--- config.mk ---
export PLATFORM = sky130hd
export DESIGN_NAME = case_folded_adler_hash_unit_flat
export DESIGN_NICKNAME = d
export VERILOG_FILES = /design/src/design/cfah_pkg.sv /design/src/design/cfah_if.sv /design/src/design/case_folded_adler_hash_unit.sv /design/src/flat_wrapper.sv
export SDC_FILE = /design/constraint.sdc
export NUM_CORES = 1
export LEC_CHECK = 0
export ABC_AREA = 1
export BUFFER_PORTS_ARGS = -buffer_cell sky130_fd_sc_hd__buf_2
export CAP_MARGIN = 15
export CORE_AREA = 2 2 125 127
export CTS_CLUSTER_SIZE = 30
export DETAILED_ROUTE_END_ITERATION = 8
export DIE_AREA = 0 0 127 129
export SLEW_MARGIN = 10
export SYNTH_ARGS = -nofsm -noshare
export SYNTH_HDL_FRONTEND = slang
export SYNTH_SLANG_ARGS = --single-unit
--- constraint.sdc ---
create_clock -name clk -period 6.7 [get_ports clk]
set_input_delay 1.005 -clock clk [delete_from_list [all_inputs] [get_ports clk]]
set_output_delay 1.005 -clock clk [all_outputs]
set_load 0.02 [all_outputs]
--- src/design/cfah_pkg.sv ---
// ---------------------------------------------------------------------------
// Case-folded Adler hash package
// Shared widths, the modulus and the per-byte arithmetic helpers.
// ---------------------------------------------------------------------------
package cfah_pkg;

  localparam int unsigned BYTE_W = 8;
  localparam int unsigned SUM_W  = 16;
  localparam int unsigned HASH_W = 2 * SUM_W;

  localparam logic [SUM_W:0] HASH_MODULUS = (SUM_W + 1)'(65521);

  localparam logic [BYTE_W-1:0] CHAR_UPPER_A = 8'h41;
  localparam logic [BYTE_W-1:0] CHAR_UPPER_Z = 8'h5A;
  localparam logic [BYTE_W-1:0] CASE_OFFSET  = 8'h20;

  typedef logic [BYTE_W-1:0] byte_t;
  typedef logic [SUM_W-1:0]  sum_t;
  typedef logic [HASH_W-1:0] hash_t;

  // Fold ASCII capitals to lower case; every other byte passes unchanged
  function automatic byte_t fold_case(input byte_t b);
    byte_t r;
    r = b;
    if (b inside {[CHAR_UPPER_A:CHAR_UPPER_Z]}) begin
      r = b + CASE_OFFSET;
    end
    return r;
  endfunction

  // Add two residues, both below the modulus, and reduce once
  function automatic sum_t mod_add(input sum_t a, input sum_t b);
    logic [SUM_W:0] s;
    s = {1'b0, a} + {1'b0, b};
    if (s >= HASH_MODULUS) begin
      s = s - HASH_MODULUS;
    end
    return s[SUM_W-1:0];
  endfunction

endpackage

--- src/design/cfah_if.sv ---
// ---------------------------------------------------------------------------
// Case-folded Adler hash channels
// Valid/ready channels for the byte stream in and the hash results out.
// ---------------------------------------------------------------------------
interface cfah_byte_if import cfah_pkg::*; ();
  logic  valid;
  logic  ready;
  byte_t data_byte;
  logic  last_byte;

  modport source (output valid, output data_byte, output last_byte, input ready);
  modport sink   (input valid, input data_byte, input last_byte, output ready);
endinterface

interface cfah_hash_if import cfah_pkg::*; ();
  logic  valid;
  logic  ready;
  hash_t hash_value;

  modport source (output valid, output hash_value, input ready);
  modport sink   (input valid, input hash_value, output ready);
endinterface

--- src/design/case_folded_adler_hash_unit.sv ---
// A hash reaches hash_stream after its last byte passes from the input register into the result register.
// Throughput: one byte per cycle, set by the low/high sum update loop, while no final byte waits.
// A final byte waits in the input register only while the result register is full.
// Reset (rst, synchronous) empties both registers and clears both sums to zero.
// ---------------------------------------------------------------------------
// Case-folded Adler hash unit
// Folds each byte to lower case, accumulates low and high sums mod 65521
// and emits {high, low} on the byte marked last, then restarts from zero.
// ---------------------------------------------------------------------------
module case_folded_adler_hash_unit import cfah_pkg::*; (
  input logic         clk,
  input logic         rst,
  cfah_byte_if.sink   char_stream,
  cfah_hash_if.source hash_stream
);

  // Input register
  logic  in_valid;
  byte_t in_byte;
  logic  in_last;

  // Running sums
  sum_t low_sum;
  sum_t high_sum;
  sum_t low_next;
  sum_t high_next;

  // Result register
  logic  out_valid;
  hash_t out_hash;

  logic out_free;
  logic advance;

  // Advance the held byte unless it is final and the result slot is busy
  assign out_free = !out_valid || hash_stream.ready;
  assign advance  = in_valid && (!in_last || out_free);
  assign char_stream.ready = !in_valid || advance;

  // Fold and accumulate
  assign low_next  = mod_add(low_sum, sum_t'(fold_case(in_byte)));
  assign high_next = mod_add(high_sum, low_next);

  // Capture incoming item
  always_ff @(posedge clk) begin
    if (rst) begin
      in_valid <= 1'b0;
    end else if (char_stream.ready) begin
      in_valid <= char_stream.valid;
    end
  end

  always_ff @(posedge clk) begin
    if (char_stream.ready && char_stream.valid) begin
      in_byte <= char_stream.data_byte;
      in_last <= char_stream.last_byte;
    end
  end

  // Update sums; clear them after the final byte
  always_ff @(posedge clk) begin
    if (rst) begin
      low_sum  <= '0;
      high_sum <= '0;
    end else if (advance) begin
      if (in_last) begin
        low_sum  <= '0;
        high_sum <= '0;
      end else begin
        low_sum  <= low_next;
        high_sum <= high_next;
      end
    end
  end

  // Load result on the final byte, drop it once taken
  always_ff @(posedge clk) begin
    if (rst) begin
      out_valid <= 1'b0;
    end else if (advance && in_last) begin
      out_valid <= 1'b1;
    end else if (hash_stream.ready) begin
      out_valid <= 1'b0;
    end
  end

  always_ff @(posedge clk) begin
    if (advance && in_last) begin
      out_hash <= {high_next, low_next};
    end
  end

  assign hash_stream.valid      = out_valid;
  assign hash_stream.hash_value = out_hash;

  // Sums always stay reduced
  assert property (@(posedge clk) disable iff (rst)
    ({1'b0, low_sum} < HASH_MODULUS) && ({1'b0, high_sum} < HASH_MODULUS))
    else $error("running sum not reduced below modulus");

  // A final byte restarts the sums and presents a result
  assert property (@(posedge clk) disable iff (rst)
    (advance && in_last) |=> (low_sum == '0) && (high_sum == '0) && out_valid)
    else $error("final byte did not clear sums or load result");

  // A stalled byte stays in the input register
  assert property (@(posedge clk) disable iff (rst)
    (in_valid && !advance) |=> in_valid && $stable(in_byte) && $stable(in_last))
    else $error("stalled byte lost from input register");

endmodule
--- src/flat_wrapper.sv ---
// flat-port wrapper written by rule: the top's interface ports become plain ports
module case_folded_adler_hash_unit_flat import cfah_pkg::*;
  (clk, rst, char_stream_valid, char_stream_data_byte, char_stream_last_byte, char_stream_ready, hash_stream_valid, hash_stream_hash_value, hash_stream_ready);
  cfah_byte_if char_stream_i ();
  cfah_hash_if hash_stream_i ();
  input logic clk;
  input logic rst;
  input wire logic [$bits(char_stream_i.valid)-1:0] char_stream_valid;
  input wire logic [$bits(char_stream_i.data_byte)-1:0] char_stream_data_byte;
  input wire logic [$bits(char_stream_i.last_byte)-1:0] char_stream_last_byte;
  output wire logic [$bits(char_stream_i.ready)-1:0] char_stream_ready;
  output wire logic [$bits(hash_stream_i.valid)-1:0] hash_stream_valid;
  output wire logic [$bits(hash_stream_i.hash_value)-1:0] hash_stream_hash_value;
  input wire logic [$bits(hash_stream_i.ready)-1:0] hash_stream_ready;
  assign char_stream_i.valid = char_stream_valid;
  assign char_stream_i.data_byte = char_stream_data_byte;
  assign char_stream_i.last_byte = char_stream_last_byte;
  assign char_stream_ready = char_stream_i.ready;
  assign hash_stream_valid = hash_stream_i.valid;
  assign hash_stream_hash_value = hash_stream_i.hash_value;
  assign hash_stream_i.ready = hash_stream_ready;
  case_folded_adler_hash_unit u_core (.clk(clk), .rst(rst), .char_stream(char_stream_i), .hash_stream(hash_stream_i));
endmodule
After elaboration in Yosys (flattened, before gate mapping)
Index checks and enable logic that the tools add are counted.
{"block": "totals", "ff_bits": 75, "inputBits": 13, "output_inout_bits": 34, "elab_cells": 34}
{"block": "classes", "n_addsub": 5, "n_lt_le_gt_ge": 4, "mux": 7, "n_reduce_logical": 11}
{"operator": "$mux 16", "n": 4}
{"operator": "$ge 17x16->1 const B", "n": 2}
{"operator": "$sub 16x16->16 const B", "n": 2}
{"operator": "$add 16x16->17", "n": 1}
{"operator": "$add 16x8->17", "n": 1}
{"operator": "$add 8x6->8 const B", "n": 1}
{"operator": "$ge 8x7->1 const B", "n": 1}
{"operator": "$le 8x7->1 const B", "n": 1}
{"operator": "$mux 8", "n": 1}
{"operator": "$logic_and 1x1->1", "n": 4}
{"operator": "$logic_not 1->1", "n": 3}
{"operator": "$logic_or 1x1->1", "n": 3}
{"operator": "$mux 1", "n": 2}
{"operator": "$reduce_bool 2->1", "n": 1}

Longest topological paths before layout
Gate-level depths: netlist of run 1.
{"block": "depth", "depth_word": 10, "depth_mapped": 44, "ltp_nobuf": 43}

Worst setup path after synthesis of run 1
Ideal clock, no wire load.
{"block": "synth_timing", "kind": "register to register", "start": "register u_core.in_byte[1]", "end": "register u_core.out_hash[16], in the netlist u_core.hash_stream.hash_value[16] (data pin)", "setup_ns": 0.255, "t_arrival_ns": 4.758, "required_time_ns": 6.445, "path_slack_ns": 1.688, "path_stages_with_launch": 36, "path_buffers": 2, "synth_period_minus_slack_ns": 5.012, "cell_sequence": "edfxtp_1 nor3_1 nand2_1 nand3_1 inv_1 or2_2 ha_1 nand2_1 nor2_1 nand2_1 nand2_1 nand2_1 nand2_1 nand4_1 nor2_1 nand3b_2 buf_2 nand3_1 and2_1 ha_1 inv_1 fa_1 inv_2 nand3_1 nand2_1 nand2_1 nand3b_1 nand2_1 inv_2 nand2_2 nor2_2 nand3_4 nand3_4 buf_12 nand2_1 and2_1"}
{"block": "synth_via", "elab_chain_cells": 9, "word_cells_on_any_way": 13, "cone_classes": "add/sub: 5; order compare: 4; mux: 3; reduce/logical: 1"}
{"item": "start, declared", "line_no": "case_folded_adler_hash_unit.sv:19", "source": "byte_t in_byte;"}
{"item": "start signal, assigned", "line_no": "case_folded_adler_hash_unit.sv:55", "source": "in_byte <= char_stream.data_byte;"}
{"item": "$ge 8x7->1 / $le 8x7->1 (equally long branches)", "line_no": "cfah_pkg.sv:25", "source": "if (b inside {[CHAR_UPPER_A:CHAR_UPPER_Z]}) begin"}
{"item": "$logic_and 1x1->1", "line_no": "cfah_pkg.sv:25"}
{"item": "$mux 8 (*)", "line_no": "cfah_pkg.sv:25"}
{"item": "$add 16x8->17 (*)", "line_no": "cfah_pkg.sv:34", "source": "s = {1'b0, a} + {1'b0, b};"}
{"item": "$sub 16x16->16 / $ge 17x16->1 (equally long branches)", "line_no": "cfah_pkg.sv:36, cfah_pkg.sv:35"}
{"item": "$mux 16 (*)", "line_no": "cfah_pkg.sv:35", "source": "if (s >= HASH_MODULUS) begin"}
{"item": "net u_core.low_next[0]", "line_no": "case_folded_adler_hash_unit.sv:25", "source": "sum_t low_next;"}
{"item": "$add 16x16->17 (*)", "line_no": "cfah_pkg.sv:34"}
{"item": "$sub 16x16->16 / $ge 17x16->1 (equally long branches)", "line_no": "cfah_pkg.sv:36, cfah_pkg.sv:35"}
{"item": "$mux 16 (*)", "line_no": "cfah_pkg.sv:35"}
{"item": "net u_core.high_next[0]", "line_no": "case_folded_adler_hash_unit.sv:26", "source": "sum_t high_next;"}
{"item": "end signal, assigned", "line_no": "case_folded_adler_hash_unit.sv:89", "source": "out_hash <= {high_next, low_next};"}
{"item": "end, declared", "line_no": "case_folded_adler_hash_unit.sv:30", "source": "hash_t out_hash;"}
Mark *: on every way through the listed nets, which the timed path passes. The rest lies on a longest branch.
A chain may end at the register's enable or synchronous reset.

Final worst setup path of run 1
Same ends and word-level chain as after synthesis.

==> impl_results.html, run 1 <==
<table>
<tr><th>Metric</th><th>Value</th></tr>
<tr><th colspan="2">Outcome</th></tr>
<tr><td>Run status</td><td>finished, final reports clean</td></tr>
<tr><th colspan="2">Die</th></tr>
<tr><td>Total Die Area</td><td>16380 um^2</td></tr>
<tr><td>Core area</td><td>roughly 15000 um^2</td></tr>
<tr><td>Number of ports placed on the die boundary</td><td>47</td></tr>
<tr><td>Die Span X</td><td>between 100 and 150 um</td></tr>
<tr><td>Initial Utilization</td><td>around two fifths</td></tr>
<tr><td>Standard-cell row count</td><td>45</td></tr>
<tr><td>Chip Height</td><td>approximately 130 um</td></tr>
<tr><th colspan="2">Cells and area</th></tr>
<tr><td>NumNets Final</td><td>939</td></tr>
<tr><td>Final Instance Area</td><td>6649 um^2</td></tr>
<tr><td>Most common cell after layout, fill and taps aside</td><td>nand2_1</td></tr>
<tr><td>N_diodes</td><td>0</td></tr>
<tr><td>Number of inserted filler cells in the final layout</td><td>1582</td></tr>
<tr><td>Fraction of the core area covered by cells at the end of the flow</td><td>around 44%</td></tr>
<tr><td>Area growth, synth to finish</td><td>11.83%</td></tr>
<tr><td>Fraction of layout instances using a drive strength above 1</td><td>a little under a fifth</td></tr>
<tr><td>Commonest cells after routing, fill and taps aside</td><td>nand2_1 (260), inv_1 (115), nand3_1 (87)</td></tr>
<tr><th colspan="2">Synthesis</th></tr>
<tr><td>Mean instance size in the synthesized netlist</td><td>around 7.0 um^2</td></tr>
<tr><td>Top area cells in the synthesized netlist</td><td>edfxtp_1 (21%), nand2_1 (16%), dfxtp_1 (11%)</td></tr>
<tr><td>Number of synthesized flops with an enable pin</td><td>just over 40</td></tr>
<tr><td>Mux contribution to synthesized area</td><td>0%</td></tr>
<tr><td>Syn. warnings</td><td>0</td></tr>
<tr><td>Seq cells post-synth</td><td>75</td></tr>
<tr><td>Area share of fa/ha/maj cells after synthesis</td><td>7.407%</td></tr>
<tr><td>Compound-gate portion of the synthesized area</td><td>under 10%</td></tr>
<tr><td>Post-Syn Instances</td><td>about 850</td></tr>
<tr><td>Area share of the leading cell type in the synthesized netlist</td><td>approximately a fifth</td></tr>
<tr><td>Library cell occupying the most area in the post-synthesis netlist</td><td>edfxtp_1</td></tr>
<tr><td>Syn_nets</td><td>about 900</td></tr>
<tr><td>Number of distinct standard cells referenced by the synthesized netlist</td><td>between 40 and 50</td></tr>
<tr><td>Mapped Area</td><td>roughly 6000 um^2</td></tr>
<tr><td>Fraction of registers with async set or reset after synthesis</td><td>0%</td></tr>
<tr><td>Most frequently used flop master after synthesis</td><td>edfxtp_1</td></tr>
<tr><td>Area fraction in and, or, nand and nor cells after synthesis</td><td>between 40% and 50%</td></tr>
<tr><td>Largest family of logic cells by synthesized area</td><td>simple AND/OR/NAND/NOR gates</td></tr>
<tr><td>Xor and xnor fraction of the mapped netlist area</td><td>around 2.5%</td></tr>
<tr><td>Sequential share of the synthesized area</td><td>32.15%</td></tr>
<tr><th colspan="2">Timing</th></tr>
<tr><td>Final count of hold timing violations</td><td>0</td></tr>
<tr><td>Max Clk Rate</td><td>around 170 MHz</td></tr>
<tr><td>Setup-violating endpoint count in the final report</td><td>0</td></tr>
<tr><td>Part of the cycle the worst path needs</td><td>89.83%</td></tr>
<tr><td>Final period demand of the worst path</td><td>roughly 6 ns</td></tr>
<tr><td>Worst-Margin Slew</td><td>0.8714 ns</td></tr>
<tr><td>Final worst slack</td><td>approximately 0.68 ns</td></tr>
<tr><td>Total negative slack</td><td>0 ns</td></tr>
<tr><td>Tightest slew margin relative to the limit</td><td>41.91%</td></tr>
<tr><td>Setup repair after global routing missed its margin</td><td>no</td></tr>
<tr><td>Final count of pins violating max slew</td><td>0</td></tr>
<tr><td>Setup clock skew after layout</td><td>between 0.008 and 0.009 ns</td></tr>
<tr><th colspan="2">Placement</th></tr>
<tr><td>Half-perimeter wire length of the detailed placement result</td><td>~11000 um</td></tr>
<tr><td>Worst slack at placement</td><td>between 0.7 and 0.8 ns</td></tr>
<tr><td>Placer Congestion</td><td>roughly 0.89</td></tr>
<tr><td>Instance area at placement</td><td>roughly 6300 um^2</td></tr>
<tr><td>Port Buf Inserts</td><td>46</td></tr>
<tr><th colspan="2">Setup path</th></tr>
<tr><td>Most common cell type on the critical path</td><td>nand2_1</td></tr>
<tr><td>End of the worst register-to-register path</td><td>u_core.hash_stream.hash_value[16]$_DFFE_PP_</td></tr>
<tr><td>Classification of the worst setup path</td><td>reg2reg</td></tr>
<tr><td>Element type at the critical path start</td><td>flip-flop</td></tr>
<tr><td>Signal arrival time at the worst endpoint</td><td>roughly 6.1 ns</td></tr>
<tr><td>Number of cells traversed by the worst register-to-register path</td><td>34</td></tr>
<tr><td>Critical Path RT</td><td>slightly below 7 ns</td></tr>
<tr><td>CP Capture Type</td><td>flip-flop</td></tr>
<tr><td>Largest driver fanout on the critical path</td><td>18</td></tr>
<tr><td>Startpoint of the worst register-to-register path</td><td>u_core.in_byte[1]$_DFFE_PP_</td></tr>
<tr><td>Highest-delay cell along the critical path</td><td>edfxtp_1</td></tr>
<tr><td>Register-to-register setup slack</td><td>roughly 0.68 ns</td></tr>
<tr><td>Worst path max stage delay</td><td>about 0.47 ns</td></tr>
<tr><th colspan="2">Worst hold path</th></tr>
<tr><td>Worst hold path startpoint</td><td>u_core.low_sum[6]$_SDFFE_PP0P_</td></tr>
<tr><td>Min-Delay Path Depth</td><td>2</td></tr>
<tr><td>Classification of the worst-slack hold path</td><td>reg2reg</td></tr>
<tr><td>Hold EP</td><td>u_core.low_sum[6]$_SDFFE_PP0P_</td></tr>
<tr><th colspan="2">CTS</th></tr>
<tr><td>TritonCTS clock tree</td><td>done</td></tr>
<tr><td>Clock transition at the registers of the reported paths</td><td>~0.070 ns</td></tr>
<tr><td>Count of hold-fix buffers inserted at cts</td><td>0</td></tr>
<tr><td>Clock Latency Late Sink</td><td>between 0.3 and 0.4 ns</td></tr>
<tr><td>Max Root-Sink Buffers</td><td>2</td></tr>
<tr><td>PostCTS Resize Cnt</td><td>0</td></tr>
<tr><td>H-tree levels</td><td>3</td></tr>
<tr><td>Post-CTS setup repair buffer count</td><td>0</td></tr>
<tr><td>Root Buffer</td><td>clkbuf_16</td></tr>
<tr><td>CTS buffer count</td><td>9</td></tr>
<tr><td>Clock sinks</td><td>75</td></tr>
<tr><th colspan="2">GRT</th></tr>
<tr><td>Global-route wire length before repair</td><td>24460 um</td></tr>
<tr><td>Remaining Overflow, GRT</td><td>0</td></tr>
<tr><td>Vias in the first global route</td><td>approximately 4.8k</td></tr>
<tr><td>Overall track demand over capacity in global routing</td><td>a little under a fifth</td></tr>
<tr><td>Maximum number of pins on one net before global-route repair</td><td>35</td></tr>
<tr><td>Initial antenna violation count</td><td>0</td></tr>
<tr><th colspan="2">Pwr</th></tr>
<tr><td>Total power draw</td><td>1.259 mW</td></tr>
<tr><td>PD cells</td><td>around 190 nW/um^2</td></tr>
<tr><td>Peak supply drop</td><td>~0.00011 V</td></tr>
<tr><td>Total leakage power</td><td>between 3 and 4 nW</td></tr>
<tr><th colspan="2">Detailed routing</th></tr>
<tr><td>Vias after detailed routing</td><td>between 5k and 6k</td></tr>
<tr><td>Antenna Nets Post-Route</td><td>0</td></tr>
<tr><td>Detail-routed net length per standard cell</td><td>roughly 14 um</td></tr>
<tr><td>Via count normalized by instance count</td><td>just under 5</td></tr>
<tr><td>Initial DRC count</td><td>345</td></tr>
<tr><td>DRC errors left</td><td>0</td></tr>
<tr><td>Number of detailed-routing iterations run before antenna repair</td><td>5</td></tr>
<tr><td>Total wire length after detailed routing</td><td>~15000 um</td></tr>
<tr><th colspan="2">Job</th></tr>
<tr><td>Number of max-cap violations</td><td>0</td></tr>
</table>
==> kinds of logic after synthesis <==
family | Yosys count
buffers and inverters | 143
AO/OA/AOI/OAI | 53
XOR/XNOR | 16
AND/OR/NAND/NOR | 528
flip-flops | 75
adder cells (fa/ha/maj) | 34
==> synthesized netlist by cell type (2+ instances only) <==
library cell and number:
nand2_1 260, inv_1 115, nand3_1 87, nand2_2 48
nor2_1 48, edfxtp_1 41, a21oi_1 35, dfxtp_1 34
ha_1 32, nand4_1 32, xor2_1 12, inv_2 11
a21oi_2 10, nand3b_1 9, and2_1 8, clkbuf_1 8
nor2_2 7, nor3_1 7, buf_2 6, nand2_4 6
nand3_2 3, nand3_4 3, nor2_4 3, or2_2 3
xnor2_1 3, a21o_1 2, fa_1 2
==> metrics by stage <==
step	hold slack [ns]	instances
6_report	0.4720	1085
5_1_grt	0.4942	1085
4_1_cts	0.4738	1085
3_5_place_dp	0.4625	1069
3_3_place_gp	0.4635	1069
2_1_floorplan	0.4497	849
==> power breakdown <==
group,internal [mW],leakage [nW],switching [mW]
clock network,0.295,0.150,0.218
logic,0.0774,2.39,0.159
registers,0.502,0.674,0.00779
==> sequential cells by signal (all words and copies together) (netlist names) <==
| register | cells |
|---|---|
| u_core.in_byte | 8 |
| u_core.in_last | 1 |
| u_core.hash_stream.hash_value | 32 |
| u_core.low_sum | 16 |
| u_core.high_sum | 16 |
| u_core.in_valid | 1 |
| u_core.hash_stream.valid | 1 |
==> layer usage <==
| metal | vias up | GRT usage, % | wire [um] |
|---|---|---|---|
| met5 | - | 0 | 0 |
| met4 | 0 | 8.597 | 445 |
| met3 | 29 | 3.202 | 683 |
| met2 | 132 | 27.45 | 6166 |
| met1 | 2413 | 27.88 | 7692 |
| li1 | 2813 | - | - |
==> worst max-delay path by stage <==
stage	startpoint	depth (start not counted)	end
floorplan	u_core.in_byte[1]$_DFFE_PP_	35	u_core.hash_stream.hash_value[16]$_DFFE_PP_
global route	u_core.in_byte[1]$_DFFE_PP_	34	u_core.hash_stream.hash_value[16]$_DFFE_PP_
detailed placement	u_core.in_byte[1]$_DFFE_PP_	34	u_core.hash_stream.hash_value[16]$_DFFE_PP_
global placement	u_core.in_byte[1]$_DFFE_PP_	34	u_core.hash_stream.hash_value[16]$_DFFE_PP_
finish	u_core.in_byte[1]$_DFFE_PP_	34	u_core.hash_stream.hash_value[16]$_DFFE_PP_
CTS	u_core.in_byte[1]$_DFFE_PP_	34	u_core.hash_stream.hash_value[16]$_DFFE_PP_
==> worst max-delay path: cells and delay by family, from the launching register on <==
kind          cells  cell delay [ns]
fa+ha+maj         3             1.04
buf+inv           4             0.35
flops             1             0.47
simple gates     27             3.87
==> cell type report <==
| cell class | instances | area (um^2) | area share, % |
|---|---|---|---|
| Inverter | 126 | 473.0 | 7.113 |
| Clock buffer | 9 | 225.2 | 3.387 |
| Timing Repair Buffer | 49 | 252.7 | 3.801 |
| Clock inverter | 7 | 86.33 | 1.298 |
| Multi-Input combinational cell | 631 | 3465 | 52.11 |
| Sequential cell | 75 | 1912 | 28.75 |
| Tap cell | 188 | 235.2 | 3.538 |
(Power assumes the default switching activity.)
==> inputs of run 2 (changes only) <==
--- a/config.mk
+++ b/config.mk
@@ -12,6 +12,7 @@
 export CTS_CLUSTER_SIZE = 30
 export DETAILED_ROUTE_END_ITERATION = 8
 export DIE_AREA = 0 0 127 129
+export RECOVER_POWER = 25
 export SLEW_MARGIN = 10
 export SYNTH_ARGS = -nofsm -noshare
 export SYNTH_HDL_FRONTEND = slang
==> run 2 against run 1 <==
Net effect:
- the flow now finishes with violations (capacitance limit, slew limit)
- sequential cell count stayed put
- critical path depth stayed put
- global-route usage stayed put
- fmax is 0.23% higher
- final cell count stayed put
- sequential share of layout area is 0.087 points higher
- utilization is 0.13 points lower
- final area is 0.30% lower
- first-iteration DRC count is 2.6% higher
- hold slack hardly changed
- power hardly changed
- critical path type unchanged
- critical endpoint unchanged
- largest cell class unchanged
==> impl_results.html, run 2 (same netlist as run 1, synthesis figures left out) <==
<table>
<tr><th>Metric</th><th>Value</th></tr>
<tr><th colspan="2">Cells and area</th></tr>
<tr><td>Area growth, synth to finish</td><td>11.49%</td></tr>
<tr><td>Fraction of the core area covered by cells at the end of the flow</td><td>44.26% (-0.13 points)</td></tr>
<tr><td>Fraction of layout instances using a drive strength above 1</td><td>16.72% (-1.8 points)</td></tr>
<tr><td>Final Instance Area</td><td>6629 um^2 (-0.30%)</td></tr>
<tr><td>Commonest cells after routing, fill and taps aside</td><td>nand2_1 (260), inv_1 (115), nand3_1 (87)</td></tr>
<tr><td>Most common cell after layout, fill and taps aside</td><td>nand2_1</td></tr>
<tr><td>Number of flip-flops in the largest register</td><td>32 (unchanged)</td></tr>
<tr><td>N_diodes</td><td>0 (unchanged)</td></tr>
<tr><td>Number of inserted filler cells in the final layout</td><td>1586 (+0.25%)</td></tr>
<tr><td>NumNets Final</td><td>939 (unchanged)</td></tr>
<tr><th colspan="2">Setup path</th></tr>
<tr><td>Number of cells traversed by the worst register-to-register path</td><td>34 (unchanged)</td></tr>
<tr><td>Element type at the critical path start</td><td>flip-flop</td></tr>
<tr><td>Signal arrival time at the worst endpoint</td><td>6.12 ns (about the same)</td></tr>
<tr><td>Largest driver fanout on the critical path</td><td>18 (unchanged)</td></tr>
<tr><td>Worst path max stage delay</td><td>0.47 ns (about the same)</td></tr>
<tr><td>Critical Path RT</td><td>6.81 ns (about the same)</td></tr>
<tr><td>Most common cell type on the critical path</td><td>nand2_1</td></tr>
<tr><td>CP Capture Type</td><td>flip-flop</td></tr>
<tr><td>Classification of the worst setup path</td><td>reg2reg</td></tr>
<tr><td>Highest-delay cell along the critical path</td><td>edfxtp_1</td></tr>
<tr><th colspan="2">Detailed routing</th></tr>
<tr><td>Total wire length after detailed routing</td><td>15030 um (+0.27%)</td></tr>
<tr><td>Detail-routed net length per standard cell</td><td>13.85 um (+0.27%)</td></tr>
<tr><td>Via count normalized by instance count</td><td>4.949 (-0.32%)</td></tr>
<tr><td>Vias after detailed routing</td><td>5370 (-0.32%)</td></tr>
<tr><td>DRC errors left</td><td>0 (unchanged)</td></tr>
<tr><td>Number of detailed-routing iterations run before antenna repair</td><td>6 (+1)</td></tr>
<tr><td>Antenna Nets Post-Route</td><td>0 (unchanged)</td></tr>
<tr><td>Initial DRC count</td><td>354 (+2.6%)</td></tr>
<tr><th colspan="2">CTS</th></tr>
<tr><td>CTS buffer count</td><td>9 (unchanged)</td></tr>
<tr><td>PostCTS Resize Cnt</td><td>0 (unchanged)</td></tr>
<tr><td>Clock Latency Late Sink</td><td>0.36 ns (about the same)</td></tr>
<tr><td>H-tree levels</td><td>3 (unchanged)</td></tr>
<tr><td>Max Root-Sink Buffers</td><td>2 (unchanged)</td></tr>
<tr><td>Count of hold-fix buffers inserted at cts</td><td>0 (unchanged)</td></tr>
<tr><td>Clock sinks</td><td>75 (unchanged)</td></tr>
<tr><td>TritonCTS clock tree</td><td>done</td></tr>
<tr><td>Root Buffer</td><td>clkbuf_16</td></tr>
<tr><td>Clock transition at the registers of the reported paths</td><td>0.07 ns (about the same)</td></tr>
<tr><td>Post-CTS setup repair buffer count</td><td>0 (unchanged)</td></tr>
<tr><th colspan="2">Outcome</th></tr>
<tr><td>Failing checks</td><td>capacitance limit, slew limit</td></tr>
<tr><td>Run status</td><td>finished with violations</td></tr>
<tr><th colspan="2">Timing</th></tr>
<tr><td>Max Clk Rate</td><td>166.5 MHz (+0.23%)</td></tr>
<tr><td>Worst-Margin Slew</td><td>2.075 ns (+1.204 ns)</td></tr>
<tr><td>Final period demand of the worst path</td><td>6.005 ns (-0.01393 ns)</td></tr>
<tr><td>Post-Route Hold Slack</td><td>0.4721 ns (+0.00004800 ns)</td></tr>
<tr><td>Setup repair after global routing missed its margin</td><td>no</td></tr>
<tr><td>Final count of hold timing violations</td><td>0 (unchanged)</td></tr>
<tr><td>Setup clock skew after layout</td><td>0.008377 ns (+0.0000001400 ns)</td></tr>
<tr><td>Part of the cycle the worst path needs</td><td>89.62% (-0.21 points)</td></tr>
<tr><td>Total negative slack</td><td>0 ns (unchanged)</td></tr>
<tr><td>Tightest slew margin relative to the limit</td><td>-38.36% (-80 points)</td></tr>
<tr><td>Final count of pins violating max slew</td><td>35 (+35)</td></tr>
<tr><td>Setup-violating endpoint count in the final report</td><td>0 (unchanged)</td></tr>
<tr><th colspan="2">Worst hold path</th></tr>
<tr><td>Min-Delay Path Depth</td><td>2 (unchanged)</td></tr>
<tr><td>Classification of the worst-slack hold path</td><td>reg2reg</td></tr>
<tr><th colspan="2">Pwr</th></tr>
<tr><td>PD cells</td><td>189.9 nW/um^2 (+0.28%)</td></tr>
<tr><td>Peak supply drop</td><td>0.0001102 V (-0.52%)</td></tr>
<tr><td>Total leakage power</td><td>3.161 nW (-1.5%)</td></tr>
<tr><th colspan="2">Job</th></tr>
<tr><td>Number of max-cap violations</td><td>1 (+1)</td></tr>
<tr><th colspan="2">Die</th></tr>
<tr><td>Chip Height</td><td>129 um (unchanged)</td></tr>
<tr><td>Number of ports placed on the die boundary</td><td>47 (unchanged)</td></tr>
<tr><td>Total Die Area</td><td>16380 um^2 (unchanged)</td></tr>
<tr><td>Initial Utilization</td><td>39.70% (unchanged)</td></tr>
<tr><td>Standard-cell row count</td><td>45 (unchanged)</td></tr>
<tr><td>Core area</td><td>14980 um^2 (unchanged)</td></tr>
<tr><td>Die Span X</td><td>127 um (unchanged)</td></tr>
<tr><th colspan="2">Placement</th></tr>
<tr><td>Placer Congestion</td><td>0.8866 (unchanged)</td></tr>
<tr><td>Half-perimeter wire length of the detailed placement result</td><td>11410 um (unchanged)</td></tr>
<tr><td>Port Buf Inserts</td><td>46 (unchanged)</td></tr>
<tr><td>Instance area at placement</td><td>6337 um^2 (unchanged)</td></tr>
<tr><th colspan="2">GRT</th></tr>
<tr><td>Vias in the first global route</td><td>4819 (unchanged)</td></tr>
<tr><td>Overall track demand over capacity in global routing</td><td>19.05% (unchanged)</td></tr>
<tr><td>Global-route wire length before repair</td><td>24460 um (unchanged)</td></tr>
<tr><td>Maximum number of pins on one net before global-route repair</td><td>35 (unchanged)</td></tr>
<tr><td>Remaining Overflow, GRT</td><td>0 (unchanged)</td></tr>
<tr><td>Initial antenna violation count</td><td>0 (unchanged)</td></tr>
</table>
[run 2: stage by stage]
stage | instances | power, mW | setup WS (ns)
floorplan | 849 | 0.7014 | 1.688
global placement | 1069 | 0.7556 | 0.8143
detailed placement | 1069 | 0.7550 | 0.7608
CTS | 1085 | 1.274 | 0.7119
global route | 1085 | 1.324 | 0.05470
finish | 1085 | 1.259 | 0.6952
[run 2: cell type report]
cell class                      instances  area [um^2]  area share (%)
Clock buffer                            9        225.2           3.398
Clock inverter                          7        86.33           1.302
Inverter                              126        473.0           7.135
Multi-Input combinational cell        631         3465           52.26
Sequential cell                        75         1912           28.84
Tap cell                              188        235.2           3.549
Timing Repair Buffer                   49        232.7           3.511
[run 2: where the power goes]
group / internal (mW) / switching, mW / leakage, nW
sequential: 0.502 / 0.00784 / 0.674
combinational: 0.0766 / 0.159 / 2.34
clock: 0.295 / 0.218 / 0.150
[run 2: layer usage]
| layer | part of all wire, % | global-route usage [%] | vias to the layer above |
|---|---|---|---|
| met5 | 0 | 0 | - |
| met4 | 2.9 | 8.597 | 0 |
| met3 | 4.4 | 3.202 | 29 |
| met2 | 41 | 27.45 | 124 |
| met1 | 52 | 27.88 | 2405 |
| li1 | - | - | 2812 |
[run 2: worst paths after layout]
path                                                      from                                           to  slack (ns)
worst max-delay path               u_core.in_byte[1]$_DFFE_PP_  u_core.hash_stream.hash_value[16]$_DFFE_PP_        0.70
worst min-delay path            u_core.low_sum[6]$_SDFFE_PP0P_               u_core.low_sum[6]$_SDFFE_PP0P_        0.47
worst max register to register     u_core.in_byte[1]$_DFFE_PP_  u_core.hash_stream.hash_value[16]$_DFFE_PP_        0.70
worst min register to register  u_core.low_sum[6]$_SDFFE_PP0P_               u_core.low_sum[6]$_SDFFE_PP0P_        0.47
[run 2: critical path: cells and delay by family (launching register included)]
family / cells / cell delay [ns]
simple gates: 27 / 3.86
fa+ha+maj: 3 / 1.04
flops: 1 / 0.47
buf+inv: 4 / 0.35
==> inputs of run 3 (changes only) <==
--- a/config.mk
+++ b/config.mk
@@ -13,6 +13,7 @@
 export DETAILED_ROUTE_END_ITERATION = 8
 export DIE_AREA = 0 0 127 129
 export RECOVER_POWER = 25
+export REMOVE_ABC_BUFFERS = 1
 export SLEW_MARGIN = 10
 export SYNTH_ARGS = -nofsm -noshare
 export SYNTH_HDL_FRONTEND = slang
==> run 3 against run 2 <==
Net effect:
- the flow still finishes with violations (capacitance limit, slew limit)
- sequential power about the same
- clock-buffer cell count increased by 1
- routed wire length rose by 0.21%
- global-route usage about the same
- power increased by 0.47%
- sequential share of layout area hardly changed
- final area up 0.15%
- critical path type unchanged
- critical endpoint unchanged
- largest power group unchanged
==> impl_results.html, run 3 (same netlist as run 1, synthesis figures left out) <==
<table>
<tr><th>Metric</th><th>Value</th></tr>
<tr><th colspan="2">Pwr</th></tr>
<tr><td>Total leakage power</td><td>3.203 nW (+1.3%)</td></tr>
<tr><td>Peak supply drop</td><td>0.0001057 V (-4.1%)</td></tr>
<tr><td>PD cells</td><td>190.5 nW/um^2 (+0.31%)</td></tr>
<tr><th colspan="2">GRT</th></tr>
<tr><td>Maximum number of pins on one net before global-route repair</td><td>35 (unchanged)</td></tr>
<tr><td>Global-route wire length before repair</td><td>24430 um (-0.11%)</td></tr>
<tr><td>Vias in the first global route</td><td>4776 (-0.89%)</td></tr>
<tr><td>Overall track demand over capacity in global routing</td><td>19.09% (+0.037 points)</td></tr>
<tr><td>Initial antenna violation count</td><td>0 (unchanged)</td></tr>
<tr><td>Remaining Overflow, GRT</td><td>0 (unchanged)</td></tr>
<tr><th colspan="2">Cells and area</th></tr>
<tr><td>Multi-input combinational cell area</td><td>3465 um^2 (unchanged)</td></tr>
<tr><td>Area growth, synth to finish</td><td>11.66%</td></tr>
<tr><td>Most common cell after layout, fill and taps aside</td><td>nand2_1</td></tr>
<tr><td>NumNets Final</td><td>939 (unchanged)</td></tr>
<tr><td>Number of inserted filler cells in the final layout</td><td>1550 (-2.3%)</td></tr>
<tr><td>N_diodes</td><td>0 (unchanged)</td></tr>
<tr><td>Area of all sequential standard cells</td><td>1912 um^2 (unchanged)</td></tr>
<tr><td>Number of flip-flops in the largest register</td><td>32 (unchanged)</td></tr>
<tr><td>Commonest cells after routing, fill and taps aside</td><td>nand2_1 (260), inv_1 (115), nand3_1 (87)</td></tr>
<tr><td>Fraction of layout instances using a drive strength above 1</td><td>17.97% (+1.2 points)</td></tr>
<tr><th colspan="2">Setup path</th></tr>
<tr><td>Most common cell type on the critical path</td><td>nand2_1</td></tr>
<tr><td>CP Capture Type</td><td>flip-flop</td></tr>
<tr><td>Signal arrival time at the worst endpoint</td><td>6.07 ns (-0.05 ns)</td></tr>
<tr><td>Worst path max stage delay</td><td>0.45 ns (-0.02 ns)</td></tr>
<tr><td>Critical Path RT</td><td>6.80 ns (about the same)</td></tr>
<tr><td>Element type at the critical path start</td><td>flip-flop</td></tr>
<tr><td>Largest driver fanout on the critical path</td><td>17 (-1)</td></tr>
<tr><td>Classification of the worst setup path</td><td>reg2reg</td></tr>
<tr><td>Highest-delay cell along the critical path</td><td>edfxtp_1</td></tr>
<tr><th colspan="2">Placement</th></tr>
<tr><td>Port Buf Inserts</td><td>46 (unchanged)</td></tr>
<tr><td>Half-perimeter wire length of the detailed placement result</td><td>11370 um (-0.33%)</td></tr>
<tr><td>Placer Congestion</td><td>0.9446 (+6.5%)</td></tr>
<tr><th colspan="2">CTS</th></tr>
<tr><td>H-tree levels</td><td>3 (unchanged)</td></tr>
<tr><td>Max Root-Sink Buffers</td><td>2 (unchanged)</td></tr>
<tr><td>Clock sinks</td><td>75 (unchanged)</td></tr>
<tr><td>PostCTS Resize Cnt</td><td>0 (unchanged)</td></tr>
<tr><td>Count of hold-fix buffers inserted at cts</td><td>0 (unchanged)</td></tr>
<tr><td>Root Buffer</td><td>clkbuf_16</td></tr>
<tr><td>Clock transition at the registers of the reported paths</td><td>0.06 ns (about the same)</td></tr>
<tr><td>CTS buffer count</td><td>9 (unchanged)</td></tr>
<tr><td>TritonCTS clock tree</td><td>done</td></tr>
<tr><td>Clock Latency Late Sink</td><td>0.35 ns (about the same)</td></tr>
<tr><td>Post-CTS setup repair buffer count</td><td>0 (unchanged)</td></tr>
<tr><th colspan="2">Detailed routing</th></tr>
<tr><td>Initial DRC count</td><td>358 (+1.1%)</td></tr>
<tr><td>Antenna Nets Post-Route</td><td>0 (unchanged)</td></tr>
<tr><td>Number of detailed-routing iterations run before antenna repair</td><td>7 (+1)</td></tr>
<tr><td>Met2 layer wire length in the routed design</td><td>6679 um (+8.2%)</td></tr>
<tr><td>Via count normalized by instance count</td><td>4.919 (-0.62%)</td></tr>
<tr><td>Detail-routed net length per standard cell</td><td>13.89 um (+0.31%)</td></tr>
<tr><td>Highest routing layer actually used</td><td>met4</td></tr>
<tr><td>Met3 routed wirelength</td><td>618 um (-5.9%)</td></tr>
<tr><td>DRC errors left</td><td>0 (unchanged)</td></tr>
<tr><td>Vias after detailed routing</td><td>5332 (-0.71%)</td></tr>
<tr><td>Wl on met1</td><td>7521 um (-3.0%)</td></tr>
<tr><td>Total wire length after detailed routing</td><td>15060 um (+0.21%)</td></tr>
<tr><th colspan="2">Die</th></tr>
<tr><td>Initial Utilization</td><td>39.70% (unchanged)</td></tr>
<tr><td>Total Die Area</td><td>16380 um^2 (unchanged)</td></tr>
<tr><td>Chip Height</td><td>129 um (unchanged)</td></tr>
<tr><td>Core area</td><td>14980 um^2 (unchanged)</td></tr>
<tr><td>Number of ports placed on the die boundary</td><td>47 (unchanged)</td></tr>
<tr><td>Standard-cell row count</td><td>45 (unchanged)</td></tr>
<tr><td>Die Span X</td><td>127 um (unchanged)</td></tr>
<tr><th colspan="2">Job</th></tr>
<tr><td>Number of max-cap violations</td><td>2 (+1)</td></tr>
<tr><th colspan="2">Timing</th></tr>
<tr><td>Post-Route Hold Slack</td><td>0.4718 ns (-0.0002400 ns)</td></tr>
<tr><td>Setup-violating endpoint count in the final report</td><td>0 (unchanged)</td></tr>
<tr><td>Total negative slack</td><td>0 ns (unchanged)</td></tr>
<tr><td>Final count of pins violating max slew</td><td>69 (+97%)</td></tr>
<tr><td>Final count of hold timing violations</td><td>0 (unchanged)</td></tr>
<tr><td>Tightest slew margin relative to the limit</td><td>-36.50% (+1.9 points)</td></tr>
<tr><td>Max Clk Rate</td><td>167.5 MHz (+0.55%)</td></tr>
<tr><td>Part of the cycle the worst path needs</td><td>89.13% (-0.49 points)</td></tr>
<tr><td>Worst-Margin Slew</td><td>2.048 ns (-0.02786 ns)</td></tr>
<tr><td>Final period demand of the worst path</td><td>5.972 ns (-0.03300 ns)</td></tr>
<tr><td>Setup repair after global routing missed its margin</td><td>no</td></tr>
<tr><td>Setup clock skew after layout</td><td>0.01002 ns (+0.001647 ns)</td></tr>
<tr><th colspan="2">Outcome</th></tr>
<tr><td>Run status</td><td>finished with violations</td></tr>
<tr><td>Failing checks</td><td>capacitance limit, slew limit</td></tr>
<tr><th colspan="2">Worst hold path</th></tr>
<tr><td>Classification of the worst-slack hold path</td><td>reg2reg</td></tr>
</table>
==> run 3: changes by cell type in the layout (fill, tap and decap cells not counted) <==
cell,change
buf_2,+14
clkbuf_1,-12
clkinv_2,+2
clkinv_4,-2
inv_8,-2
buf_4,-1
bufinv_16,+1
clkinvlp_4,-1
==> run 3: stage by stage <==
| stage | worst slack (ns) | power [mW] | utilization [%] | std cells | cell area, um^2 |
|---|---|---|---|---|---|
| 5_1_grt | 0.2080 | 1.324 | 44.33 | 1084 | 6639 |
| 4_1_cts | 0.7400 | 1.279 | 44.37 | 1084 | 6645 |
| 3_5_place_dp | 0.7681 | 0.7552 | 42.31 | 1069 | 6337 |
| 6_report | 0.7282 | 1.264 | 44.33 | 1084 | 6639 |
| 3_3_place_gp | 0.8654 | 0.7553 | 42.31 | 1069 | 6337 |
| 2_1_floorplan | 1.660 | 0.6954 | - | 832 | 5847 |
==> run 3: area by class of cell <==
type                    count  area share, %
multi-input cells         631          52.19
well taps                 188          3.543
repair buffers             49          3.713
inverters                 126          7.124
flip-flops and latches     75          28.80
clock buffers              10          3.449
clock inverters             5          1.187
==> run 3: routing by layer <==
layer | track usage [%] | vias to the layer above
met3 | 2.370 | 16
li1 | - | 2820
met1 | 27.15 | 2375
met4 | 7.046 | 0
met5 | 0 | -
met2 | 29.89 | 121
==> run 3: worst paths after layout <==
kind	startpoint	to	slack, ns	depth (start not counted)
setup / recovery	u_core.in_byte[1]$_DFFE_PP_	u_core.hash_stream.hash_value[16]$_DFFE_PP_	0.73	34
hold / removal	u_core.high_sum[0]$_SDFFE_PP0P_	u_core.high_sum[0]$_SDFFE_PP0P_	0.47	2
setup reg to reg	u_core.in_byte[1]$_DFFE_PP_	u_core.hash_stream.hash_value[16]$_DFFE_PP_	0.73	34
hold reg to reg	u_core.high_sum[0]$_SDFFE_PP0P_	u_core.high_sum[0]$_SDFFE_PP0P_	0.47	2
==> run 3: critical path: cells and delay by family, from the launching register on <==
kind / cells / cell delay [ns]
and+or+nand+nor: 27 / 3.90
adders and majority gates: 3 / 1.01
DFF: 1 / 0.45
buffers and inverters: 4 / 0.36
==> run 3: report_power, final <==
group          switching (mW)  internal (mW)
clock                   0.196          0.323
sequential            0.00766          0.502
combinational           0.157         0.0773
total                   0.361          0.903
